## config.mk

```make
export PLATFORM = sky130hd
export DESIGN_NAME = segment_lcd_buffer_engine
export DESIGN_NICKNAME = d
export VERILOG_FILES = /design/src/slbe_pkg.sv /design/src/slbe_ctrl.sv /design/src/slbe_dp.sv /design/src/segment_lcd_buffer_engine.sv
export SDC_FILE = /design/constraint.sdc
export NUM_CORES = 1
export LEC_CHECK = 0
export BUFFER_PORTS_ARGS = -buffer_cell sky130_fd_sc_hd__buf_4
export CORE_MARGIN = 3
export CORE_UTILIZATION = 57
export CTS_CLUSTER_SIZE = 40
export DETAILED_ROUTE_END_ITERATION = 12
export GPL_ROUTABILITY_DRIVEN = 0
export PLACE_DENSITY = 0.75
export SLEW_MARGIN = 20
export SYNTH_ARGS = -nofsm -noshare
export SYNTH_HDL_FRONTEND = slang
export SYNTH_HIERARCHICAL = 1
export SYNTH_SLANG_ARGS = --single-unit
```

## constraint.sdc

```tcl
create_clock -name clk -period 4.2 [get_ports clk]
set_input_delay 0 -clock clk [delete_from_list [all_inputs] [get_ports clk]]
set_output_delay 0 -clock clk [all_outputs]
set_load 0.02 [all_outputs]
```

## src/slbe_pkg.sv

```systemverilog
// Package for the segment LCD buffer engine: op codes, image geometry,
// segment tables and the controller/datapath command struct.
// No dependencies.
package slbe_pkg;

	// Command codes on the op port
	localparam logic [3:0] OP_DIGIT      = 4'd0;
	localparam logic [3:0] OP_ICON_ON    = 4'd1;
	localparam logic [3:0] OP_ICON_OFF   = 4'd2;
	localparam logic [3:0] OP_ICON_TOG   = 4'd3;
	localparam logic [3:0] OP_FAN_SELECT = 4'd4;
	localparam logic [3:0] OP_CLEAR      = 4'd5;
	localparam logic [3:0] OP_SET        = 4'd6;
	localparam logic [3:0] OP_PAIR       = 4'd7;
	localparam logic [3:0] OP_FLUSH      = 4'd8;
	localparam logic [3:0] OP_INIT       = 4'd9;

	// Icon codes
	localparam logic [2:0] ICON_FAN1 = 3'd1;
	localparam logic [2:0] ICON_FAN2 = 3'd3;
	localparam logic [2:0] ICON_FAN3 = 3'd6;
	localparam logic [2:0] ICON_ALL  = 3'd7;
	localparam int         NUM_ICONS = 7;

	localparam logic [1:0] FAN_NONE = 2'd3;

	// Image geometry: entry i holds controller address i+2
	localparam int         IMG_LEN   = 13;
	localparam int         NUM_POS   = 9;
	localparam logic [3:0] BEAT_HDR0 = 4'd0;
	localparam logic [3:0] BEAT_HDR1 = 4'd1;
	localparam logic [3:0] BEAT_LAST = 4'(IMG_LEN + 1);

	// Controller bytes
	localparam logic [7:0] CMD_DATA_WRITE = 8'h40;
	localparam logic [7:0] CMD_ADDR_START = 8'hC2;
	localparam logic [7:0] DISP_CTRL_RST  = 8'h97;

	// Reciprocal of ten for an 8-bit value: (v * 205) >> 11
	localparam logic [7:0] RECIP10       = 8'd205;
	localparam int         RECIP10_SHIFT = 11;

	// Keep masks for the shared icon bit of each panel table
	localparam logic [7:0] KEEP_A = 8'h10;
	localparam logic [7:0] KEEP_B = 8'h08;
	localparam logic [7:0] KEEP_C = 8'h80;

	localparam logic [7:0] SEG_A [10] = '{8'hAF, 8'h06, 8'h6D, 8'h4F, 8'hC6,
		8'hCB, 8'hEB, 8'h0E, 8'hEF, 8'hCF};
	localparam logic [7:0] SEG_B [10] = '{8'hF5, 8'h60, 8'hB6, 8'hF2, 8'h63,
		8'hD3, 8'hD7, 8'h70, 8'hF7, 8'hF3};
	localparam logic [7:0] SEG_C [10] = '{8'h5F, 8'h06, 8'h6B, 8'h2F, 8'h36,
		8'h3D, 8'h7D, 8'h07, 8'h7F, 8'h3F};

	// Image entry of each digit position and of each icon
	localparam logic [3:0] POS_IDX [NUM_POS] = '{4'd8, 4'd7, 4'd3, 4'd2, 4'd10,
		4'd9, 4'd0, 4'd1, 4'd12};
	localparam logic [3:0] ICON_IDX [NUM_ICONS] = '{4'd8, 4'd7, 4'd3, 4'd2, 4'd0,
		4'd10, 4'd12};
	localparam logic [7:0] ICON_MASK [NUM_ICONS] = '{8'h10, 8'h10, 8'h10, 8'h10,
		8'h08, 8'h80, 8'h80};

	typedef enum logic [1:0] {
		ST_IDLE,
		ST_PAIR_TENS,
		ST_PAIR_UNITS,
		ST_FLUSH
	} state_t;

	// Commands from the controller to the datapath
	typedef struct packed {
		logic       accept;
		logic       pair_tens;
		logic       pair_units;
		logic       flush_beat;
		logic [3:0] beat;
	} dp_cmd_t;

	// New byte for a digit position, keeping the shared icon bit of old
	function automatic logic [7:0] digit_byte(input logic [3:0] pos,
		input logic [3:0] val, input logic [7:0] old);
		logic [7:0] pat;
		logic [7:0] keep;
		logic       blank;
		blank = (val > 4'd9);
		case (pos)
			4'd0, 4'd1, 4'd2, 4'd3: begin
				pat  = blank ? 8'h00 : SEG_A[val];
				keep = KEEP_A;
			end
			4'd6, 4'd7: begin
				pat  = blank ? 8'h00 : SEG_B[val];
				keep = KEEP_B;
			end
			default: begin
				pat  = blank ? 8'h00 : SEG_C[val];
				keep = KEEP_C;
			end
		endcase
		return pat | (old & keep);
	endfunction

endpackage

```

## src/slbe_ctrl.sv

```systemverilog
// Controller of the segment LCD buffer engine: command sequencing state
// machine and flush beat counter. Depends on slbe_pkg.
module slbe_ctrl (
	input  logic             clk,
	input  logic             arst_n,
	input  logic             start,
	input  logic [3:0]       op,
	output logic             busy,
	output slbe_pkg::dp_cmd_t cmd
);
	import slbe_pkg::*;

	state_t     state_q, state_n;
	logic [3:0] beat_q, beat_n;
	logic       accept;

	assign accept = start && !busy;

	// Next state and beat count
	always_comb begin
		state_n = state_q;
		beat_n  = beat_q;
		case (state_q)
			ST_IDLE: begin
				beat_n = '0;
				if (accept && op == OP_PAIR) begin
					state_n = ST_PAIR_TENS;
				end else if (accept && op == OP_FLUSH) begin
					state_n = ST_FLUSH;
				end
			end
			ST_PAIR_TENS: begin
				state_n = ST_PAIR_UNITS;
			end
			ST_PAIR_UNITS: begin
				state_n = ST_IDLE;
			end
			ST_FLUSH: begin
				beat_n = beat_q + 4'd1;
				if (beat_q == BEAT_LAST) begin
					state_n = ST_IDLE;
					beat_n  = '0;
				end
			end
			default: begin
				state_n = ST_IDLE;
			end
		endcase
	end

	// Commands to the datapath
	always_comb begin
		busy            = 1'b1;
		cmd.accept      = 1'b0;
		cmd.pair_tens   = 1'b0;
		cmd.pair_units  = 1'b0;
		cmd.flush_beat  = 1'b0;
		cmd.beat        = beat_q;
		case (state_q)
			ST_IDLE: begin
				busy       = 1'b0;
				cmd.accept = start;
			end
			ST_PAIR_TENS: begin
				cmd.pair_tens = 1'b1;
			end
			ST_PAIR_UNITS: begin
				cmd.pair_units = 1'b1;
			end
			ST_FLUSH: begin
				cmd.flush_beat = 1'b1;
			end
			default: begin
				busy = 1'b1;
			end
		endcase
	end

	always_ff @(posedge clk or negedge arst_n) begin
		if (!arst_n) begin
			state_q <= ST_IDLE;
			beat_q  <= '0;
		end else begin
			state_q <= state_n;
			beat_q  <= beat_n;
		end
	end

endmodule

```

## src/slbe_dp.sv

```systemverilog
// Datapath of the segment LCD buffer engine: display image register file,
// digit/icon update logic, pair splitter and output register. Depends on slbe_pkg.
module slbe_dp (
	input  logic              clk,
	input  logic              arst_n,
	input  slbe_pkg::dp_cmd_t cmd,
	input  logic [3:0]        op,
	input  logic [3:0]        position,
	input  logic [3:0]        digit,
	input  logic [2:0]        icon,
	input  logic [1:0]        fan_number,
	input  logic [1:0]        pair_index,
	input  logic [7:0]        pair_value,
	input  logic              cfg_write,
	input  logic [7:0]        cfg_data,
	output logic              strobe,
	output logic [7:0]        out_byte,
	output logic              frame_start,
	output logic              frame_end,
	output logic              last
);
	import slbe_pkg::*;

	logic [7:0]  img_q [IMG_LEN];
	logic [7:0]  img_n [IMG_LEN];
	logic [7:0]  disp_ctrl_q;

	logic [1:0]  pair_idx_q;
	logic [3:0]  tens_q;
	logic [3:0]  units_q;
	logic [15:0] recip_prod;
	logic [4:0]  tens_full;
	logic [7:0]  tens_x10;
	logic [7:0]  units_full;

	logic        wr_en;
	logic [3:0]  wr_pos;
	logic [3:0]  wr_val;
	logic [3:0]  wr_idx;

	logic        strobe_q;
	logic [7:0]  out_byte_q;
	logic        frame_start_q;
	logic        frame_end_q;
	logic        last_q;

	// Split the pair value into tens and units
	assign recip_prod = pair_value * RECIP10;
	assign tens_full  = recip_prod[15:RECIP10_SHIFT];
	assign tens_x10   = {tens_full[4:0], 3'b000} + {2'b00, tens_full[4:0], 1'b0};
	assign units_full = pair_value - tens_x10;

	always_ff @(posedge clk) begin
		if (cmd.accept && op == OP_PAIR) begin
			pair_idx_q <= pair_index;
			tens_q     <= (tens_full > 5'd9) ? 4'hF : tens_full[3:0];
			units_q    <= units_full[3:0];
		end
	end

	// Select the digit write of this cycle
	always_comb begin
		wr_en  = 1'b0;
		wr_pos = position;
		wr_val = digit;
		if (cmd.accept && op == OP_DIGIT && position < 4'(NUM_POS)) begin
			wr_en = 1'b1;
		end else if (cmd.pair_tens) begin
			wr_en  = 1'b1;
			wr_pos = {1'b0, pair_idx_q, 1'b0};
			wr_val = tens_q;
		end else if (cmd.pair_units) begin
			wr_en  = 1'b1;
			wr_pos = {1'b0, pair_idx_q, 1'b1};
			wr_val = units_q;
		end
		wr_idx = (wr_pos < 4'(NUM_POS)) ? POS_IDX[wr_pos] : POS_IDX[0];
	end

	// Next image: icon ops, fill, digit write, rotate during flush
	always_comb begin
		img_n = img_q;
		if (cmd.accept) begin
			case (op)
				OP_ICON_ON, OP_ICON_OFF, OP_ICON_TOG: begin
					for (int k = 0; k < NUM_ICONS; k++) begin
						if (icon == ICON_ALL || icon == 3'(k)) begin
							if (op == OP_ICON_ON) begin
								img_n[ICON_IDX[k]] = img_n[ICON_IDX[k]] | ICON_MASK[k];
							end else if (op == OP_ICON_OFF) begin
								img_n[ICON_IDX[k]] = img_n[ICON_IDX[k]] & ~ICON_MASK[k];
							end else begin
								img_n[ICON_IDX[k]] = img_n[ICON_IDX[k]] ^ ICON_MASK[k];
							end
						end
					end
				end
				OP_FAN_SELECT: begin
					for (int k = 0; k < NUM_ICONS; k++) begin
						if (3'(k) == ICON_FAN1 || 3'(k) == ICON_FAN2 || 3'(k) == ICON_FAN3) begin
							img_n[ICON_IDX[k]] = img_n[ICON_IDX[k]] & ~ICON_MASK[k];
						end
					end
					case (fan_number)
						2'd0: img_n[ICON_IDX[ICON_FAN1]] =
							img_n[ICON_IDX[ICON_FAN1]] | ICON_MASK[ICON_FAN1];
						2'd1: img_n[ICON_IDX[ICON_FAN2]] =
							img_n[ICON_IDX[ICON_FAN2]] | ICON_MASK[ICON_FAN2];
						2'd2: img_n[ICON_IDX[ICON_FAN3]] =
							img_n[ICON_IDX[ICON_FAN3]] | ICON_MASK[ICON_FAN3];
						default: img_n[ICON_IDX[0]] = img_n[ICON_IDX[0]];
					endcase
				end
				OP_CLEAR: begin
					for (int i = 0; i < IMG_LEN; i++) begin
						img_n[i] = 8'h00;
					end
				end
				OP_SET: begin
					for (int i = 0; i < IMG_LEN; i++) begin
						img_n[i] = 8'hFF;
					end
				end
				default: begin
					img_n[0] = img_q[0];
				end
			endcase
		end
		if (wr_en) begin
			img_n[wr_idx] = digit_byte(wr_pos, wr_val, img_q[wr_idx]);
		end
		// Rotate one entry per image beat; a full pass over all IMG_LEN entries restores the order
		if (cmd.flush_beat && cmd.beat > BEAT_HDR1) begin
			for (int i = 0; i < IMG_LEN - 1; i++) begin
				img_n[i] = img_q[i + 1];
			end
			img_n[IMG_LEN - 1] = img_q[0];
		end
	end

	always_ff @(posedge clk or negedge arst_n) begin
		if (!arst_n) begin
			for (int i = 0; i < IMG_LEN; i++) begin
				img_q[i] <= 8'h00;
			end
			disp_ctrl_q <= DISP_CTRL_RST;
		end else begin
			img_q <= img_n;
			if (cfg_write) begin
				disp_ctrl_q <= cfg_data;
			end
		end
	end

	// Output strobe
	always_ff @(posedge clk or negedge arst_n) begin
		if (!arst_n) begin
			strobe_q <= 1'b0;
		end else begin
			strobe_q <= (cmd.accept && op == OP_INIT) || cmd.flush_beat;
		end
	end

	// Output payload
	always_ff @(posedge clk) begin
		if (cmd.accept && op == OP_INIT) begin
			out_byte_q    <= disp_ctrl_q;
			frame_start_q <= 1'b1;
			frame_end_q   <= 1'b1;
			last_q        <= 1'b1;
		end else if (cmd.flush_beat) begin
			case (cmd.beat)
				BEAT_HDR0: begin
					out_byte_q    <= CMD_DATA_WRITE;
					frame_start_q <= 1'b1;
					frame_end_q   <= 1'b1;
					last_q        <= 1'b0;
				end
				BEAT_HDR1: begin
					out_byte_q    <= CMD_ADDR_START;
					frame_start_q <= 1'b1;
					frame_end_q   <= 1'b0;
					last_q        <= 1'b0;
				end
				default: begin
					out_byte_q    <= img_q[0];
					frame_start_q <= 1'b0;
					frame_end_q   <= (cmd.beat == BEAT_LAST);
					last_q        <= (cmd.beat == BEAT_LAST);
				end
			endcase
		end
	end

	assign strobe      = strobe_q;
	assign out_byte    = out_byte_q;
	assign frame_start = frame_start_q;
	assign frame_end   = frame_end_q;
	assign last        = last_q;

endmodule

```

## src/segment_lcd_buffer_engine.sv

```systemverilog
// Top level of the segment LCD buffer engine: controller plus datapath.
// Depends on slbe_pkg, slbe_ctrl and slbe_dp.
//
// Usage:
//   Command channel: a command is taken at a clock edge with start high and
//   busy low. Digit, icon, fan, clear and set commands update the 13-byte
//   display image in place. A pair command splits its value when taken,
//   then writes the tens digit and then the units digit, with busy high
//   during both writes. A flush gives one beat per emitted byte, the image
//   bytes coming from entry 0 of the image while the image rotates once
//   round; busy stays high for every flush beat.
//   Result channel: each byte appears for one cycle with strobe high, in the
//   cycle after its beat; init gives one byte the cycle after it is taken, a
//   flush gives its first byte after the flush state and the output register,
//   then one byte per cycle. The receiver cannot stall; bytes are not held.
//   Config channel: cfg_data is written to the display-control register on
//   a transfer (cfg_valid and cfg_ready); cfg_ready is high while idle.
//   Reset clears the image to all zeros, sets display control to 0x97 and
//   returns the controller to idle with no strobe pending.
module segment_lcd_buffer_engine (
	input  logic       clk,
	input  logic       arst_n,
	input  logic       start,
	output logic       busy,
	input  logic [3:0] op,
	input  logic [3:0] position,
	input  logic [3:0] digit,
	input  logic [2:0] icon,
	input  logic [1:0] fan_number,
	input  logic [1:0] pair_index,
	input  logic [7:0] pair_value,
	input  logic       cfg_valid,
	output logic       cfg_ready,
	input  logic [7:0] cfg_data,
	output logic       strobe,
	output logic [7:0] out_byte,
	output logic       frame_start,
	output logic       frame_end,
	output logic       last
);
	import slbe_pkg::*;

	dp_cmd_t cmd;

	assign cfg_ready = !busy;

	slbe_ctrl u_ctrl (
		.clk    (clk),
		.arst_n (arst_n),
		.start  (start),
		.op     (op),
		.busy   (busy),
		.cmd    (cmd)
	);

	slbe_dp u_dp (
		.clk         (clk),
		.arst_n      (arst_n),
		.cmd         (cmd),
		.op          (op),
		.position    (position),
		.digit       (digit),
		.icon        (icon),
		.fan_number  (fan_number),
		.pair_index  (pair_index),
		.pair_value  (pair_value),
		.cfg_write   (cfg_valid && cfg_ready),
		.cfg_data    (cfg_data),
		.strobe      (strobe),
		.out_byte    (out_byte),
		.frame_start (frame_start),
		.frame_end   (frame_end),
		.last        (last)
	);

endmodule

```

==> impl_metrics.env, run 1 <==
export IMPL_routed_top_layer="met4"
export IMPL_fillers=1345
export IMPL_grt_pass1_vias=8610
export IMPL_clkTransAtPathRegs_ns=0.06
export IMPL_ys_ff_latch=140
export IMPL_drc=0
export IMPL_die_area_mm2=0.0190
export IMPL_worstPathCellList="inv_1 > ha_1 > nand2_1 > inv_1 > nor3b_4 > buf_4 > a31oi_1 > o21ai_2 > buf_4 > ha_1 > nand2_1 > or3_1 > a21boi_0 > nor2_1 > buf_4 > nand3_1 > buf_4 > o211ai_1 > o21ai_0"
export IMPL_p_switching_mw=3.82
export IMPL_track_usage_pct=28.5
export IMPL_fin_crit_ns=4.06
export IMPL_slowest_stage="dfrtp_1"
export IMPL_die_y_um=138
export IMPL_leakagePower_nw=5.00
export IMPL_h_tree_depth=4
export IMPL_final_common_cell="a21oi_1"
export IMPL_p_seq_share_pct=28.2
export IMPL_nNetsFinal=1352
export IMPL_cts_buffers=17
export IMPL_hold_violations=0
export IMPL_met3WireLength_um=1980
export IMPL_crit_type="reg -> reg"
export IMPL_swShare_pct=43.8
export IMPL_synth_distinct_cells=83
export IMPL_syn_num_nets=1287
export IMPL_crit_buf_inv=6
export IMPL_firstDrtPassIters=5
export IMPL_via_per_inst=6.26
export IMPL_overflow=0
export IMPL_wl_per_cell_um=18.3
export IMPL_finalPower_mw=8.72
export IMPL_routed_wl_um=27000
export IMPL_worstSetupStartpointType="flip-flop"
export IMPL_cts_tree="built"
export IMPL_min_period_over_period_pct=96.7
export IMPL_synth_ff_type="dfrtp_1"
export IMPL_final_cell_mix="a21oi_1 (171), nand2_1 (155), dfrtp_1 (114)"
export IMPL_clkSinkCount=140
export IMPL_vias=9222
export IMPL_critPathCaptureType="flip-flop"
export IMPL_pwr_share_clk_pct=17.3
export IMPL_whs_ns=0.119
export IMPL_tightest_slew_ns=0.827
export IMPL_initial_core_util_pct=59.0
export IMPL_syn2layout_area_growth_pct=15.6
export IMPL_cp_common_cell="buf_4"
export IMPL_drt_iter0_drc=1058
export IMPL_cpPeakStageDelay_ns=0.42
export IMPL_yosys_warnings=6
export IMPL_syn_inst=1176
export IMPL_drv_slew=0
export IMPL_core_area_mm2=0.0168
export IMPL_clock_path_buffers=2
export IMPL_antenna_found_initial=0
export IMPL_arrival_ns=4.34
export IMPL_vdd_ir_drop_max_mv=0.613
export IMPL_cp_top_family="simple AND/OR/NAND/NOR gates"
export IMPL_grt_pass1_wl_um=43200
export IMPL_syn_area_per_cell_um2=8.44
export IMPL_p_comb_share_pct=54.4
export IMPL_maxCapViolations=0
export IMPL_slew_headroom_pct=44.7
export IMPL_drive_gt1_share_pct=17.3
export IMPL_async_flop_share_pct=85.0
export IMPL_worstHoldPathType="in -> reg"
export IMPL_p_int_mw=4.90
export IMPL_dp_hpwl_um=18700
export IMPL_clock_skew_ns=0.0118
export IMPL_dr_wl_met2_um=12700
export IMPL_wl_met1_um=11500
export IMPL_ys_seq_area_share_pct=36.1
export IMPL_die_w_um=138
export IMPL_antenna_left=0
export IMPL_diodes=0
export IMPL_rows=47
export IMPL_synth_edff_count=18
export IMPL_cts_root_buf="clkbuf_16"
export IMPL_crit_required_ns=4.47
export IMPL_clk_latency_ns=0.43
export IMPL_grt_start_max_net_pins=71
export IMPL_powerDensity_mw_per_mm2=761
export IMPL_setup_violations=0
export IMPL_syn_area_mm2=0.00992
export IMPL_pin_count=53
export IMPL_outcome="finished clean"
export IMPL_cp_max_fo=9
export IMPL_fmax_mhz=246
export IMPL_portBuffers=52
## kinds of logic (layout without fill, tap and decap cells)
kind of cell,after synthesis,in the layout,share of synthesized area (%)
multiplexers,28,28,3.01
adder cells (fa/ha/maj),72,72,9.76
AO/OA/AOI/OAI,445,445,28.4
AND/OR/NAND/NOR,351,351,16.1
flip-flops,140,140,36.1
buffers and inverters,127,205,5.45
XOR/XNOR,13,13,1.15
## worst paths after layout
check                                  start             endpoint  slack (ns)  depth (start not counted)
max                        u_ctrl/state_q[0]       u_dp/img_q[71]        0.14                         19
min                                    op[2]    u_ctrl/state_q[1]        0.12                          4
max reg2reg                u_ctrl/state_q[0]       u_dp/img_q[71]        0.14                         19
min reg2reg                   u_dp/img_q[73]       u_dp/img_q[81]        0.47                          2
max in group asynchronous             arst_n  u_dp/disp_ctrl_q[0]        3.07                          3
min in group asynchronous             arst_n     u_ctrl/beat_q[1]        0.17                          2
## metrics by stage
step / util [%] / std cells / TNS (ns) / instance area, um2 / worst slack [ns]
floorplan: - / 1176 / 0 / 9920 / 0.154
global placement: 63.4 / 1424 / 0 / 10700 / 0.0787
detailed placement: 63.4 / 1424 / 0 / 10700 / 0.000493
CTS: 67.7 / 1469 / 0 / 11400 / 0.0433
global route: 68.2 / 1474 / -0.0170 / 11500 / -0.0118
finish: 68.2 / 1474 / 0 / 11500 / 0.138
## registers in the layout (all words and copies together), names as in the netlist, 2 cells and up
signal	flops
u_ctrl/state_q	2
u_dp/img_q	104
u_dp/units_q	4
u_dp/tens_q	4
u_dp/out_byte	8
u_dp/disp_ctrl_q	8
u_ctrl/beat_q	4
u_dp/pair_idx_q	2
## repair_timing
| action | in CTS | in global routing |
|---|---|---|
| hold endpoints to repair | 68 | 0 |
| hold buffers | 13 | 0 |
| buffers inserted | 0 | 5 |
| gates resized for setup | 0 | 9 |
| endpoints found under the setup margin | 0 | 62 |
## cells in the mapped netlist (13+ instances only)
master    number  share of area [%]
nor2_1        87                3.3
ha_1          63                7.9
edfxtp_1      18                5.4
nand2_1      157                5.9
a31oi_1       13               0.82
mux2_2        15                1.7
nand3_1       37                1.9
dfrtp_1      114                 29
a21oi_1      171                8.6
clkbuf_1      46                1.7
a311oi_1      13                1.1
nor3_1        15               0.76
o21ai_0      105                5.3
inv_1         48                1.8
a211oi_1      23                1.7
mux2i_1       13                1.3
buf_2         20                1.0
o211ai_1      26                2.0
## final cells by class
cell class | instances | area [um2] | area share (%)
clock buffer | 21 | 460 | 4.02
clock inverter | 11 | 131 | 1.15
inverter | 48 | 180 | 1.57
multi-input combinational | 909 | 5830 | 50.9
sequential | 140 | 3580 | 31.3
tap | 220 | 275 | 2.40
timing repair buffer | 125 | 1000 | 8.75
## worst register-to-register path, delay by kind of cell (launching register included)
family / cells / cell delay (ns)
flip-flops: 1 / 0.42
adder cells (fa/ha/maj): 2 / 0.50
AO/OA/AOI/OAI: 5 / 0.70
AND/OR/NAND/NOR: 6 / 1.25
buffers and inverters: 6 / 1.05
## layer usage
metal | vias up | GRT usage, %
met5 | - | 0
met1 | 4357 | 38.4
met2 | 389 | 46.2
met4 | 0 | 10.9
met3 | 62 | 5.01
li1 | 4414 | -
## power groups by stage
| stage | combinational, mW | sequential (mW) | clock (mW) |
|---|---|---|---|
| final | 4.75 | 2.46 | 1.51 |
| after global placement | 4.38 | 2.44 | 0 |
| after detailed placement | 4.49 | 2.46 | 0 |
| after CTS | 4.53 | 2.44 | 1.53 |
| after global routing | 5.22 | 2.52 | 1.59 |
| after floorplan | 3.32 | 2.34 | 0 |
Power figures use the tool's default switching activity.
==> inputs of run 2 (changes only) <==
Settings changed: CORE_UTILIZATION 57 to 55, PLACE_DENSITY 0.75 to 0.73.
==> run 2 against run 1 <==
Global-route usage is 0.67 points lower. Clock power is 5% higher. Core utilization is 2.3 points lower. Sequential share of layout area is 0.14 points lower. Via count is 1.0% higher. Cell count is 0.34% higher. Cell area is 0.44% higher. Wire length is 3.1% higher. Count of clock-buffer cells in the layout is 1 lower. Total power is 1.9% higher. Sequential power hardly changed.
==> impl_metrics.env, run 2 (synthesized netlist as in run 1, its figures left out) <==
export IMPL_outcome="finished clean"
export IMPL_hold_start="pair_value[1]"
export IMPL_worstHoldPathType="in -> reg"
export IMPL_grt_start_max_net_pins=90
export IMPL_swShare_pct=43.7
export IMPL_track_usage_pct=27.9
export IMPL_dp_hpwl_um=18700
export IMPL_setup_violations=0
export IMPL_slew_headroom_pct=22.9
export IMPL_min_period_over_period_pct=96.4
export IMPL_post_route_util_pct=65.9
export IMPL_r2r_setup_slack_ns=0.15
export IMPL_grt_pass1_vias=8686
export IMPL_worst_slack_ns=0.149
export IMPL_cp_max_fo=8
export IMPL_p_int_mw=5.01
export IMPL_pwr_share_clk_pct=17.9
export IMPL_diodes=0
export IMPL_p_seq_share_pct=27.6
export IMPL_vdd_ir_drop_max_mv=0.523
export IMPL_powerDensity_mw_per_mm2=772
export IMPL_clock_path_buffers=2
export IMPL_top_register="u_dp/img_q"
export IMPL_fmax_mhz=247
export IMPL_worst_r2r_path_depth=18
export IMPL_final_cell_mix="a21oi_1 (171), nand2_1 (155), dfrtp_1 (114)"
export IMPL_multi_input_area_mm2=0.00585
export IMPL_maxCapViolations=0
export IMPL_seqCellArea_mm2=0.00358
export IMPL_hold_violations=0
export IMPL_p_switching_mw=3.88
export IMPL_routed_wl_um=27800
export IMPL_via_per_inst=6.30
export IMPL_vias=9315
export IMPL_clkTransAtPathRegs_ns=0.06
export IMPL_largest_reg_flops=104
export IMPL_leakagePower_nw=5.01
export IMPL_die_w_um=140
export IMPL_fillers=1426
export IMPL_tightest_slew_ns=1.15
export IMPL_clk_latency_ns=0.43
export IMPL_critPathCaptureType="flip-flop"
export IMPL_cts_tree="built"
export IMPL_die_area_mm2=0.0197
export IMPL_p_comb_share_pct=54.6
export IMPL_final_common_cell="a21oi_1"
export IMPL_overflow=0
export IMPL_grt_pass1_wl_um=44800
export IMPL_drv_slew=0
export IMPL_fin_setup_tns_ns=0
export IMPL_r2r_start="u_ctrl/state_q[1]"
export IMPL_worstSetupStartpointType="flip-flop"
export IMPL_h_tree_depth=4
export IMPL_firstDrtPassIters=5
export IMPL_portBuffers=52
export IMPL_initial_core_util_pct=56.8
export IMPL_clock_skew_ns=0.0146
export IMPL_core_area_mm2=0.0175
export IMPL_crit_required_ns=4.46
export IMPL_arrival_ns=4.31
export IMPL_drt_iter0_drc=1003
export IMPL_nNetsFinal=1352
export IMPL_pin_count=53
export IMPL_dpl_cell_count=1427
export IMPL_regToRegEndpoint="u_dp/img_q[23]"
export IMPL_holdPathEnd="u_dp/units_q[0]"
export IMPL_finalPower_mw=8.89
export IMPL_drc=0
export IMPL_crit_type="reg -> reg"
export IMPL_die_y_um=140
export IMPL_cts_root_buf="clkbuf_16"
export IMPL_antenna_found_initial=0
export IMPL_stdcell_count=1479
export IMPL_antenna_left=0
export IMPL_rows=48
export IMPL_drive_gt1_share_pct=17.6
export IMPL_syn2layout_area_growth_pct=16.1
export IMPL_hold_path_depth=3
export IMPL_fin_crit_ns=4.05
export IMPL_place_ws_ns=-0.0201
export IMPL_cts_buffers=17
export IMPL_clkSinkCount=140
export IMPL_wl_per_cell_um=18.8
[run 2: cell types whose count changed in the layout (fill, tap and decap cells not counted), sizes merged]
cell	previous run	this run
clkinv	2	5
clkinvlp	2	1
bufinv	2	3
clkbuf	21	20
inv	53	51
[run 2: final cells by class]
| cell class | instances | area share, % |
|---|---|---|
| Tap cell | 225 | 2.44 |
| Timing Repair Buffer | 125 | 8.68 |
| Inverter | 48 | 1.56 |
| Clock buffer | 20 | 3.97 |
| Clock inverter | 12 | 1.39 |
| Multi-Input combinational cell | 909 | 50.8 |
| Sequential cell | 140 | 31.1 |
[run 2: what timing repair did]
item	in CTS	in global routing
endpoints found under the hold margin	68	0
setup buffers	0	7
resized for setup	0	12
setup endpoints to repair	0	71
hold buffers	13	0
[run 2: worst max path at each step]
stage | start | endpoint | slack [ns]
after floorplan | u_ctrl/state_q[0] | u_dp/img_q[84] | 0.15
after global placement | pair_value[1] | u_dp/units_q[3] | 0.07
after detailed placement | pair_value[1] | u_dp/units_q[3] | -0.02
after CTS | u_ctrl/state_q[0] | u_dp/img_q[23] | 0.03
after global routing | u_ctrl/state_q[1] | u_dp/img_q[7] | -0.04
final | u_ctrl/state_q[1] | u_dp/img_q[23] | 0.15
[run 2: power groups by stage]
| stage | combinational [mW] | clock, mW | sequential, mW |
|---|---|---|---|
| after floorplan | 3.32 | 0 | 2.34 |
| after global placement | 4.38 | 0 | 2.44 |
| after CTS | 4.56 | 1.60 | 2.44 |
| after global routing | 5.32 | 1.66 | 2.52 |
| final | 4.85 | 1.59 | 2.45 |
| after detailed placement | 4.50 | 0 | 2.45 |
[run 2: per-stage QoR]
| step | instance area, um2 | hold slack [ns] |
|---|---|---|
| after floorplan | 9920 | -0.296 |
| after global placement | 10700 | 0.143 |
| after detailed placement | 10700 | 0.138 |
| after CTS | 11400 | 0.119 |
| after global routing | 11500 | 0.160 |
| final | 11500 | 0.142 |
[run 2: critical path, cell delays in order (launching register included)]
cell,delay [ns]
dfrtp_1,0.41
inv_1,0.11
ha_1,0.18
nand2_1,0.08
inv_2,0.09
nor3b_4,0.30
a31oi_2,0.17
mux2_2,0.33
ha_1,0.31
nand2b_1,0.08
or3_1,0.33
o211a_4,0.18
o21ai_4,0.11
buf_6,0.18
mux2_2,0.33
o211ai_1,0.22
nand3_2,0.16
nand3_4,0.16
o221ai_1,0.16
[run 2: per-layer routing]
layer,vias up,track usage [%],part of all wire [%]
met5,-,0,0
met4,0,10.2,3.3
met3,82,5.16,6.7
met2,389,44.8,47
met1,4432,37.8,43
li1,4412,-,-
==> inputs of run 3 (changes only) <==
Settings changed: REMOVE_ABC_BUFFERS set to 1.
==> run 3 against run 2 <==
Worst hold slack worse by 0.011 ns. Setup slack better by 0.060 ns. Total power fell by 1.1%. Sequential power hardly changed.
==> impl_metrics.env, run 3 (synthesized netlist as in run 1, its figures left out) <==
export IMPL_outcome="finished clean"
export IMPL_p_comb_share_pct=54.1
export IMPL_routed_wl_um=27100
export IMPL_firstDrtPassIters=6
export IMPL_worstHoldPathType="in -> reg"
export IMPL_routed_top_layer="met4"
export IMPL_crit_type="reg -> reg"
export IMPL_p_switching_mw=3.84
export IMPL_via_per_inst=6.27
export IMPL_slowest_stage="mux2_2"
export IMPL_powerDensity_mw_per_mm2=766
export IMPL_fmax_mhz=251
export IMPL_grt_pass1_wl_um=44500
export IMPL_track_usage_pct=27.6
export IMPL_cts_tree="built"
export IMPL_leakagePower_nw=4.98
export IMPL_rows=48
export IMPL_r2r_setup_slack_ns=0.21
export IMPL_wl_met1_um=11700
export IMPL_vdd_ir_drop_max_mv=0.587
export IMPL_crit_required_ns=4.49
export IMPL_pwr_share_clk_pct=18.0
export IMPL_critPathCaptureType="flip-flop"
export IMPL_worstPathCellList="inv_1 > ha_1 > nand2_1 > inv_2 > nor3b_4 > a31oi_2 > mux2_2 > ha_1 > nand2b_1 > or3_1 > o211a_2 > o21a_2 > buf_4 > nand2_1 > nand3_1 > a32oi_1 > a31o_2 > o211ai_1"
export IMPL_worst_slack_ns=0.209
export IMPL_overflow=0
export IMPL_antenna_left=0
export IMPL_fillers=1411
export IMPL_largest_reg_flops=104
export IMPL_cp_top_family="compound AO/OA/AOI/OAI gates"
export IMPL_tightest_slew_ns=0.980
export IMPL_diodes=0
export IMPL_maxCapViolations=0
export IMPL_arrival_ns=4.28
export IMPL_die_area_mm2=0.0197
export IMPL_final_cell_mix="a21oi_1 (171), nand2_1 (153), dfrtp_1 (114)"
export IMPL_cts_buffers=17
export IMPL_min_period_over_period_pct=95.0
export IMPL_p_seq_share_pct=27.9
export IMPL_drc=0
export IMPL_post_route_util_pct=65.6
export IMPL_portBuffers=52
export IMPL_die_w_um=140
export IMPL_place_ws_ns=-0.00322
export IMPL_p_int_mw=4.95
export IMPL_grt_start_max_net_pins=98
export IMPL_dp_hpwl_um=18600
export IMPL_stdcell_count=1471
export IMPL_swShare_pct=43.7
export IMPL_setup_violations=0
export IMPL_clkSinkCount=140
export IMPL_h_tree_depth=4
export IMPL_fin_setup_tns_ns=0
export IMPL_multi_input_area_mm2=0.00585
export IMPL_hold_path_depth=3
export IMPL_hold_violations=0
export IMPL_wl_per_cell_um=18.4
export IMPL_regToRegEndpoint="u_dp/img_q[83]"
export IMPL_slew_headroom_pct=34.7
export IMPL_drv_slew=0
export IMPL_nNetsFinal=1345
export IMPL_vias=9226
export IMPL_hold_start="pair_value[1]"
export IMPL_clock_skew_ns=0.0111
export IMPL_syn2layout_area_growth_pct=15.6
export IMPL_crit_buf_inv=3
export IMPL_seqCellArea_mm2=0.00358
export IMPL_cp_max_fo=10
export IMPL_drt_iter0_drc=851
export IMPL_dpl_cell_count=1422
export IMPL_holdPathEnd="u_dp/units_q[0]"
export IMPL_fin_crit_ns=3.99
export IMPL_met3WireLength_um=2000
export IMPL_grt_pass1_vias=8719
export IMPL_whs_ns=0.131
export IMPL_pin_count=53
export IMPL_drive_gt1_share_pct=17.3
export IMPL_cpPeakStageDelay_ns=0.40
export IMPL_antenna_found_initial=0
export IMPL_clock_path_buffers=2
export IMPL_core_area_mm2=0.0175
export IMPL_die_y_um=140
export IMPL_worstSetupStartpointType="flip-flop"
export IMPL_top_register="u_dp/img_q"
export IMPL_initial_core_util_pct=56.8
export IMPL_dr_wl_met2_um=12500
export IMPL_clk_latency_ns=0.42
export IMPL_clkTransAtPathRegs_ns=0.06
export IMPL_worst_r2r_path_depth=18
export IMPL_r2r_start="u_ctrl/state_q[0]"
export IMPL_final_common_cell="a21oi_1"
export IMPL_cts_root_buf="clkbuf_16"
run 3: worst max path at each step:
stage / from / end / slack (ns) / cells past startpoint
finish: u_ctrl/state_q[0] / u_dp/img_q[83] / 0.21 / 18
global route: u_ctrl/state_q[1] / u_dp/img_q[87] / -0.01 / 20
CTS: u_ctrl/state_q[0] / u_dp/img_q[83] / 0.09 / 18
detailed placement: pair_value[1] / u_dp/units_q[3] / -0.003 / 19
global placement: pair_value[1] / u_dp/units_q[3] / 0.07 / 19
floorplan: u_ctrl/state_q[0] / u_dp/img_q[102] / -0.49 / 11
run 3: cell type report:
class	count	area share, %
clock buffer	20	3.98
clock inverter	11	1.36
inverter	48	1.57
multi-input combinational	909	51.0
sequential	140	31.3
tap	225	2.45
timing repair buffer	118	8.34
run 3: what timing repair did:
item                       in CTS  in global routing
hold endpoints to repair       79                  0
setup buffers                   0                  5
resized for setup               0                 13
hold buffers                   13                  0
setup endpoints to repair       0                 82
run 3: per-stage QoR:
stage          area (um2)  power, mW
6_report            11500       8.79
3_5_place_dp        10600       6.97
3_3_place_gp        10600       6.86
4_1_cts             11400       8.59
5_1_grt             11500       9.43
2_1_floorplan        9560       5.50
run 3: worst register-to-register path, cell delays in order (launching register included):
cell,delay [ns]
dfrtp_1,0.39
inv_1,0.08
ha_1,0.20
nand2_1,0.10
inv_2,0.06
nor3b_4,0.16
a31oi_2,0.24
mux2_2,0.40
ha_1,0.30
nand2b_1,0.07
or3_1,0.32
o211a_2,0.18
o21a_2,0.22
buf_4,0.20
nand2_1,0.07
nand3_1,0.08
a32oi_1,0.34
a31o_2,0.31
o211ai_1,0.14
run 3: routing by layer:
metal | vias to the layer above | GRT usage (%)
met2 | 416 | 43.6
met4 | 0 | 10.5
met1 | 4339 | 38.5
met3 | 71 | 4.27
li1 | 4400 | -
met5 | - | 0
run 3: power by group through the flow:
stage / sequential, mW / combinational [mW] / clock (mW)
after floorplan: 2.34 / 3.16 / 0
after global placement: 2.45 / 4.41 / 0
after detailed placement: 2.45 / 4.52 / 0
after CTS: 2.44 / 4.55 / 1.60
after global routing: 2.52 / 5.25 / 1.66
final: 2.46 / 4.75 / 1.58
